### src/sv/pbkf_pkg.sv
// Shared types, constants, saturation helpers and the update microprogram.
package pbkf_pkg;

  localparam int DW    = 48;        // data width, signed Q23.24
  localparam int FB    = 24;        // fraction bits
  localparam int HW    = DW / 2;    // partial-product half width
  localparam int QW    = DW + FB;   // unsaturated quotient / shifted product width
  localparam int CW    = 47;        // configuration register width
  localparam int TW    = 25;        // time step width
  localparam int SW    = 5;         // step counter width
  localparam int NSTEP = 20;        // microprogram length

  typedef logic signed [DW-1:0] val_t;

  localparam val_t VMAX = val_t'({1'b0, {(DW-1){1'b1}}});
  localparam val_t VMIN = val_t'({1'b1, {(DW-1){1'b0}}});
  localparam logic [QW-1:0] QNEG_LIM = QW'(1) << (DW - 1);
  localparam logic [QW-1:0] QPOS_LIM = QNEG_LIM - QW'(1);
  localparam logic [TW-1:0] DT_ONE   = TW'(1) << FB;

  localparam logic [1:0] CFG_QP = 2'd0;
  localparam logic [1:0] CFG_QB = 2'd1;
  localparam logic [1:0] CFG_RM = 2'd2;

  localparam logic [CW-1:0] QP_RST = CW'(16777);
  localparam logic [CW-1:0] QB_RST = CW'(50332);
  localparam logic [CW-1:0] RM_RST = CW'(503316);

  typedef enum logic [1:0] {OP_ADD, OP_MAC, OP_DIV} op_e;

  typedef enum logic [4:0] {
    SRC_ZERO, SRC_MP, SRC_MR, SRC_DT, SRC_QP, SRC_QB, SRC_RM, SRC_PE, SRC_BIAS,
    SRC_P0, SRC_P1, SRC_P2, SRC_P3, SRC_PRED, SRC_T, SRC_DP, SRC_S, SRC_K0,
    SRC_K1, SRC_Y
  } src_e;

  // ADD: dst = c +/- b ; MAC: dst = c +/- a*b ; DIV: dst = a / b
  typedef struct packed {
    op_e  op;
    logic sub;
    src_e a;
    src_e b;
    src_e c;
    src_e dst;
  } uop_t;

  typedef struct packed {
    logic load;
    logic issue;
    logic publish;
    uop_t uop;
  } cmd_t;

  typedef struct packed {
    logic done;
  } status_t;

  function automatic val_t sat_add(val_t x, val_t y, logic sub);
    logic signed [DW:0] s;
    s = sub ? ({x[DW-1], x} - {y[DW-1], y}) : ({x[DW-1], x} + {y[DW-1], y});
    if (s[DW] != s[DW-1]) return s[DW] ? VMIN : VMAX;
    return s[DW-1:0];
  endfunction

  // Magnitude with sign to saturated signed value.
  function automatic val_t sat_mag(logic [QW-1:0] q, logic neg);
    if (neg) begin
      if (q > QNEG_LIM) return VMIN;
      return val_t'(~q[DW-1:0] + 1'b1);
    end
    if (q > QPOS_LIM) return VMAX;
    return val_t'(q[DW-1:0]);
  endfunction

  function automatic uop_t mk(op_e op, logic sub, src_e a, src_e b, src_e c, src_e d);
    uop_t u;
    u.op  = op;
    u.sub = sub;
    u.a   = a;
    u.b   = b;
    u.c   = c;
    u.dst = d;
    return u;
  endfunction

  function automatic uop_t uop_at(logic [SW-1:0] k);
    uop_t u;
    unique case (k)
      5'd0:  u = mk(OP_ADD, 1'b1, SRC_ZERO, SRC_BIAS, SRC_MR,   SRC_T);
      5'd1:  u = mk(OP_MAC, 1'b0, SRC_T,    SRC_DT,   SRC_PE,   SRC_PRED);
      5'd2:  u = mk(OP_MAC, 1'b0, SRC_DT,   SRC_P3,   SRC_ZERO, SRC_DP);
      5'd3:  u = mk(OP_ADD, 1'b1, SRC_ZERO, SRC_P1,   SRC_DP,   SRC_T);
      5'd4:  u = mk(OP_ADD, 1'b1, SRC_ZERO, SRC_P2,   SRC_T,    SRC_T);
      5'd5:  u = mk(OP_ADD, 1'b0, SRC_ZERO, SRC_QP,   SRC_T,    SRC_T);
      5'd6:  u = mk(OP_MAC, 1'b0, SRC_DT,   SRC_T,    SRC_P0,   SRC_P0);
      5'd7:  u = mk(OP_ADD, 1'b1, SRC_ZERO, SRC_DP,   SRC_P1,   SRC_P1);
      5'd8:  u = mk(OP_ADD, 1'b1, SRC_ZERO, SRC_DP,   SRC_P2,   SRC_P2);
      5'd9:  u = mk(OP_MAC, 1'b0, SRC_QB,   SRC_DT,   SRC_P3,   SRC_P3);
      5'd10: u = mk(OP_ADD, 1'b0, SRC_ZERO, SRC_RM,   SRC_P0,   SRC_S);
      5'd11: u = mk(OP_DIV, 1'b0, SRC_P0,   SRC_S,    SRC_ZERO, SRC_K0);
      5'd12: u = mk(OP_DIV, 1'b0, SRC_P2,   SRC_S,    SRC_ZERO, SRC_K1);
      5'd13: u = mk(OP_ADD, 1'b1, SRC_ZERO, SRC_PRED, SRC_MP,   SRC_Y);
      5'd14: u = mk(OP_MAC, 1'b0, SRC_K0,   SRC_Y,    SRC_PRED, SRC_PE);
      5'd15: u = mk(OP_MAC, 1'b0, SRC_K1,   SRC_Y,    SRC_BIAS, SRC_BIAS);
      // cross terms first so they still see the predicted P0 and P1
      5'd16: u = mk(OP_MAC, 1'b1, SRC_K1,   SRC_P0,   SRC_P2,   SRC_P2);
      5'd17: u = mk(OP_MAC, 1'b1, SRC_K1,   SRC_P1,   SRC_P3,   SRC_P3);
      5'd18: u = mk(OP_MAC, 1'b1, SRC_K0,   SRC_P0,   SRC_P0,   SRC_P0);
      5'd19: u = mk(OP_MAC, 1'b1, SRC_K0,   SRC_P1,   SRC_P1,   SRC_P1);
      default: u = mk(OP_ADD, 1'b0, SRC_ZERO, SRC_ZERO, SRC_ZERO, SRC_ZERO);
    endcase
    return u;
  endfunction

endpackage

### src/sv/pbkf_ctrl.sv
// Controller: steps the update microprogram and runs the item handshakes.
module pbkf_ctrl (
  input  logic                clk_i,
  input  logic                rst_ni,
  input  logic                in_valid_i,
  output logic                in_ready_o,
  output logic                out_valid_o,
  input  logic                out_ready_i,
  output pbkf_pkg::cmd_t      cmd_o,
  input  pbkf_pkg::status_t   status_i
);
  import pbkf_pkg::*;

  typedef enum logic [1:0] {S_IDLE, S_ISSUE, S_WAIT, S_FINISH} state_e;

  state_e        state_q;
  logic [SW-1:0] step_q;
  logic          out_valid_q;
  logic          publish;

  assign in_ready_o  = (state_q == S_IDLE);
  assign out_valid_o = out_valid_q;
  assign publish     = (state_q == S_FINISH) && (!out_valid_q || out_ready_i);

  always_comb begin
    cmd_o.load    = in_valid_i && (state_q == S_IDLE);
    cmd_o.issue   = (state_q == S_ISSUE);
    cmd_o.publish = publish;
    cmd_o.uop     = uop_at(step_q);
  end

  always_ff @(posedge clk_i or negedge rst_ni) begin
    if (!rst_ni) begin
      state_q     <= S_IDLE;
      step_q      <= '0;
      out_valid_q <= 1'b0;
    end else begin
      if (publish) out_valid_q <= 1'b1;
      else if (out_ready_i) out_valid_q <= 1'b0;
      unique case (state_q)
        S_IDLE: begin
          if (in_valid_i) begin
            step_q  <= '0;
            state_q <= S_ISSUE;
          end
        end
        S_ISSUE: state_q <= S_WAIT;
        S_WAIT: begin
          if (status_i.done) begin
            if (step_q == SW'(NSTEP - 1)) begin
              state_q <= S_FINISH;
            end else begin
              step_q  <= step_q + 1'b1;
              state_q <= S_ISSUE;
            end
          end
        end
        S_FINISH: begin
          // hold until the result register is free
          if (publish) state_q <= S_IDLE;
        end
        default: state_q <= S_IDLE;
      endcase
    end
  end

endmodule

### config.mk
export PLATFORM = sky130hd
export DESIGN_NAME = pbkf_ctrl
export DESIGN_NICKNAME = d
export VERILOG_FILES = /design/src/sv/pbkf_pkg.sv /design/src/sv/pbkf_ctrl.sv
export SDC_FILE = /design/constraint.sdc
export NUM_CORES = 1
export LEC_CHECK = 0
export BUFFER_PORTS_ARGS = -buffer_cell sky130_fd_sc_hd__buf_2
export CORE_MARGIN = 2
export CORE_UTILIZATION = 52
export DETAILED_ROUTE_END_ITERATION = 6
export PLACE_DENSITY = 0.83
export SYNTH_ARGS = -nofsm -noshare
export SYNTH_HDL_FRONTEND = slang
export SYNTH_SLANG_ARGS = --single-unit
### constraint.sdc
create_clock -name clk_i -period 2.6 [get_ports clk_i]
set_clock_uncertainty 0.2 [all_clocks]
set_input_delay 0.13 -clock clk_i [delete_from_list [all_inputs] [get_ports clk_i]]
set_output_delay 0.13 -clock clk_i [all_outputs]
set_load 0.02 [all_outputs]
## Word-level counts from Yosys, hierarchy flattened

Memories as Yosys holds them, arrays and structs flattened.
Cells that the tools add are included.

| cells by class | value |
|---|---|
| add/subtract/negate cells | 1 |
| $mul | 0 |
| div/mod/pow operators | 0 |
| magnitude comparators | 0 |
| equality and inequality tests | 8 |
| shifts and indexed selects | 0 |
| muxes and demuxes | 11 |
| bitwise gates (word level) | 0 |
| reduce and logical (&&, ||, !) cells | 9 |

Operators with widths:

| kind | count |
|---|---|
| two-way mux 5 bit | 3 |
| one-hot mux 5 bit (2 select lines) | 1 |
| two-way mux 2 bit | 4 |
| inequality test 2 bit (second input constant) | 4 |
| one-hot mux 2 bit (4 select lines) | 1 |
| adder 5 x 1 -> 5 bit (second input constant) | 1 |
| equality test 5 bit (second input constant) | 1 |
| equality test 2 bit (second input constant) | 2 |
| AND reduction 4 bit | 1 |
| nonzero test 2 bit | 2 |
| AND reduction 3 bit | 1 |
| equality test 2 x 1 -> 1 bit (second input constant) | 1 |
| logical AND 1 bit | 2 |
| zero test 2 bit | 1 |
| two-way mux 1 bit | 2 |
| zero test 1 bit | 1 |
| logical OR 1 bit | 1 |

| storage, ports and cells | value |
|---|---|
| register bits after elaboration | 8 |
| bits in latches | 0 |
| memory bits (writable) | 0 |
| ROM bits | 704 |
| bits of input ports | 5 |
| output and inout port bits | 28 |
| word-level logic and storage cells | 33 |
| memories | 1 |

Memories:

| memory | words | bits a word | read ports | clocked after memory_dff | wr ports | RTL line | text |
|---|---|---|---|---|---|---|---|
| (name not given) | 32 | 22 | 1 | 0 | 0 | pbkf_pkg.sv:88 | `unique case (k)` |

## Logic depth before layout (Yosys ltp)

| logic depth | value |
|---|---|
| depth after elaboration | 5 |
| depth in mapped cells | 7 |
| gate-level depth less buffers | 5 |

## Least setup slack after synthesis

OpenSTA, ideal clock, no wires.

| path | value |
|---|---|
| kind | register -> output |
| start | reg step_q[0] |
| end | out cmd_o[10] (netlist name) |
| data arrival time | 1.972 ns |
| data required time | 2.270 ns |
| path slack | 0.298 ns |
| cell stages (with the launch flop) | 8 |
| buffers on the path | 2 |
| cells stage by stage | dfrtp_1 clkbuf_1 inv_1 ha_1 clkbuf_1 nor2b_1 o21ai_1 a22oi_1 |

RTL lines:

| what | RTL line | text |
|---|---|---|
| from (decl) | pbkf_ctrl.sv:17 | `logic [SW-1:0] step_q;` |
| from (signal assigned) | pbkf_ctrl.sv:53 | `step_q <= step_q + 1'b1;` |
| to (decl) | pbkf_ctrl.sv:9 | `output pbkf_pkg::cmd_t cmd_o,` |

==> results.md <==
* Die X at 51.1 um
* Starting DRT DRC Count at 40
* Row count at 17
* Primary FF master, synth: dfrtp_1
* Peak supply drop at 619 uV
* Vias in the first global route at 1,090
* Yosys warns at 0
* Critical path's top delay family: flip-flops
* Final hold vios at 0
* Critical Path RT at 2.27 ns
* Fin nets at 196
* Layout Area Growth over Synthesis at 16.6%
* CTS Sinks at 8
* DIE AREA at roughly 2600 um^2
* Total GRT Usage at 23.9%
* Post-Syn Area per Cell at 7.63 um^2
* Levels on crit path at 5
* Largest net degree at the start of global routing at 27
* Kind of start point of the critical path: flop
* Synth top area share at 17.4%
* Cell area after synthesis at 1150 um^2
* Hold depth at 4
* Fmax at 0.425 GHz
* Latest clock arrival within the worst-skew pair at 0.25 ns
* Hold EP: state_q[1]$_DFFE_PN0P_
* Tmin final at between 2 and 2.5 ns
* Vias at 1,216
* Worst Hold Class: in -> reg
* Post-synth EDFFs at 0
* Initial Util at 53.6%
* CP Class: reg -> out
* Total of max-cap violations at 0
* DP Area at 1300 um^2
* Post-Route WL at ~3.0 mm
* Clk slew on worst S/H paths at 0.06 ns
* Arrival time worst endpoint at 2.02 ns
* Post-route ant nets at 0
* CTS max path bufs at 2
* CP Cell Sequence: buf_4 -> mux2_1 -> a21oi_1 -> o21ai_1 -> buf_2
* Max-slew violation count at 0
* Setup bufs post-CTS at 0
* Syn nets at 168
* Grt total ovfl at 0
* Mapped Cells at 151
* Diode count at 0
* Reg2Reg Depth at 5
* DRT Pass-1 Iters at 4
* Worst r2r src: step_q[0]$_DFFE_PN0P_
* Initial antenna violation count at 0
* Slowest cell on crit path: dfrtp_1
* WHS at 0.0422 ns
* CP Launch Point: step_q[2]$_DFFE_PN0P_
* Async set-or-reset flop fraction in the synthesized netlist at 100%
* Setup TNS at 0 ns
* WP buf/inv at 2
* Part of the Yosys area used for sequential elements at between 10% and 20%
* CTS tree: done
* #FFs+latches synth at 8
* H-tree level count at 1
* Port Buf Inserts at 31
* Synth area leaders: dfrtp_1 (17%), ha_1 (13%), mux2i_1 (9.6%)
* Die Ht at 51.1 um
* Vias per std cell at 5.93
* Final core occ at between 60% and 70%
* Post-synth top cells: nand2_1 (17), nor2_1 (15), ha_1 (12), mux2i_1 (11), a21oi_1 (10)
* CP Capture Type: primary output
* CTS Root Cell: clkbuf_4
* # IOs at 33
* Final setup violating endpoints at 0
* RSZ-0062 raised after global routing: no
* Worst r2r dst: step_q[2]$_DFFE_PN0P_
* CORE AREA at 2150 um^2
* Crit path max fanout at 16
* Dpl hpwl at between 2 and 2.5 mm
* Setup slack, reg-to-reg at around 0.58 ns
* Post-synth top area cell: dfrtp_1
* Drt drc at 0
* WL/cell at ~15 um
* HP Start: status_i
* PwrDens at 1130 nW/um^2
* Leakage power at 0.630 nW
* Global-route wire length before repair at 4.85 mm
* Status: finished clean
* Final Wtd Congestion at 0.927
* Yosys cell types at 40
* Share of cells above drive strength 1 at 23.7%
* Post-route design area at 1340 um^2
* Crit path largest cell delay at roughly 0.65 ns
* Final Cycle Share at ~90%
* Filler cell count at 193
* Most frequent cell after synthesis: nand2_1
* Power Total at 0.00152 W
* Sequential cell area at 201 um^2
* Num CTS Buffers at 3
* Multi-input gate area at 850 um^2
## sequential cells by signal, summed over array words and instances (netlist names)
register / count
out_valid_o: 1
step_q: 5
state_q: 2
## repair_timing
action                                  4_1_cts  5_1_grt
resized for setup                             0        1
endpoints found under the setup margin        0        3
endpoints found under the hold margin        10        0
hold buffers                                  2        0
## area by class of cell
class,count,area share [%]
Timing Repair Buffer,37,15.3
Clock buffer,3,1.68
Sequential cell,8,15.0
Tap cell,28,2.61
Inverter,8,2.23
Multi-Input combinational cell,121,63.2
## tightest hold or removal path: cells and delay by family
family / cells / cell delay, ns
AOI/OAI and AO/OA: 2 / 0.20
buffers and inverters: 2 / 0.12
## report_power, final
group          switching [W]  internal [W]   total, W
Clock              0.0000408     0.0000527  0.0000935
Sequential         0.0000912      0.000165   0.000256
Combinational       0.000713      0.000457    0.00117
Total               0.000845      0.000675    0.00152
## placed cells by master, fill, tap and decap left out, drive strengths merged, types with 2 or more instances in the layout
cell         netlist  final
nand2b             4      4
o2bb2ai            2      2
a211oi             3      3
mux2               3      3
mux2i             11     11
o21ai             12     12
a32o               2      2
inv                8      8
nor2              15     15
dfrtp              8      8
nor3b              2      2
o22ai              5      5
and2               2      2
ha                12     12
a2bb2oi            2      2
a21oi             10     10
nand2             17     17
buf                8     35
nor2b              5      5
dlygate4sd3        0      2
clkbuf             5      3
## worst max-delay path by stage
stage	to	slack, ns
floorplan	cmd_o[10]	0.30
global placement	cmd_o[16]	0.49
detailed placement	cmd_o[0]	0.40
CTS	cmd_o[16]	0.12
global route	cmd_o[0]	0.11
finish	cmd_o[20]	0.25
## routing by layer
layer / up-vias / routed length (um) / GRT usage (%)
met1: 581 / 1320 / 31.4
met3: 6 / 134 / 1.75
met4: 0 / 49 / 8.56
met2: 44 / 1540 / 40.9
li1: 585 / - / -
met5: - / 0 / 0
## metrics by stage
stage,setup slack (ns),cells
2_1_floorplan,0.298,151
6_report,0.247,205
3_5_place_dp,0.398,200
3_3_place_gp,0.491,200
4_1_cts,0.120,205
5_1_grt,0.108,205
## cell families after synthesis
kind of cell | share of synthesized area [%]
compound gates | 26.0
xor+xnor | 0.760
fa+ha+maj | 13.0
buf+inv | 8.90
flops | 17.4
mux | 14.4
other cells | 0.325
simple gates | 19.2
Power figures use the tool's default switching activity.
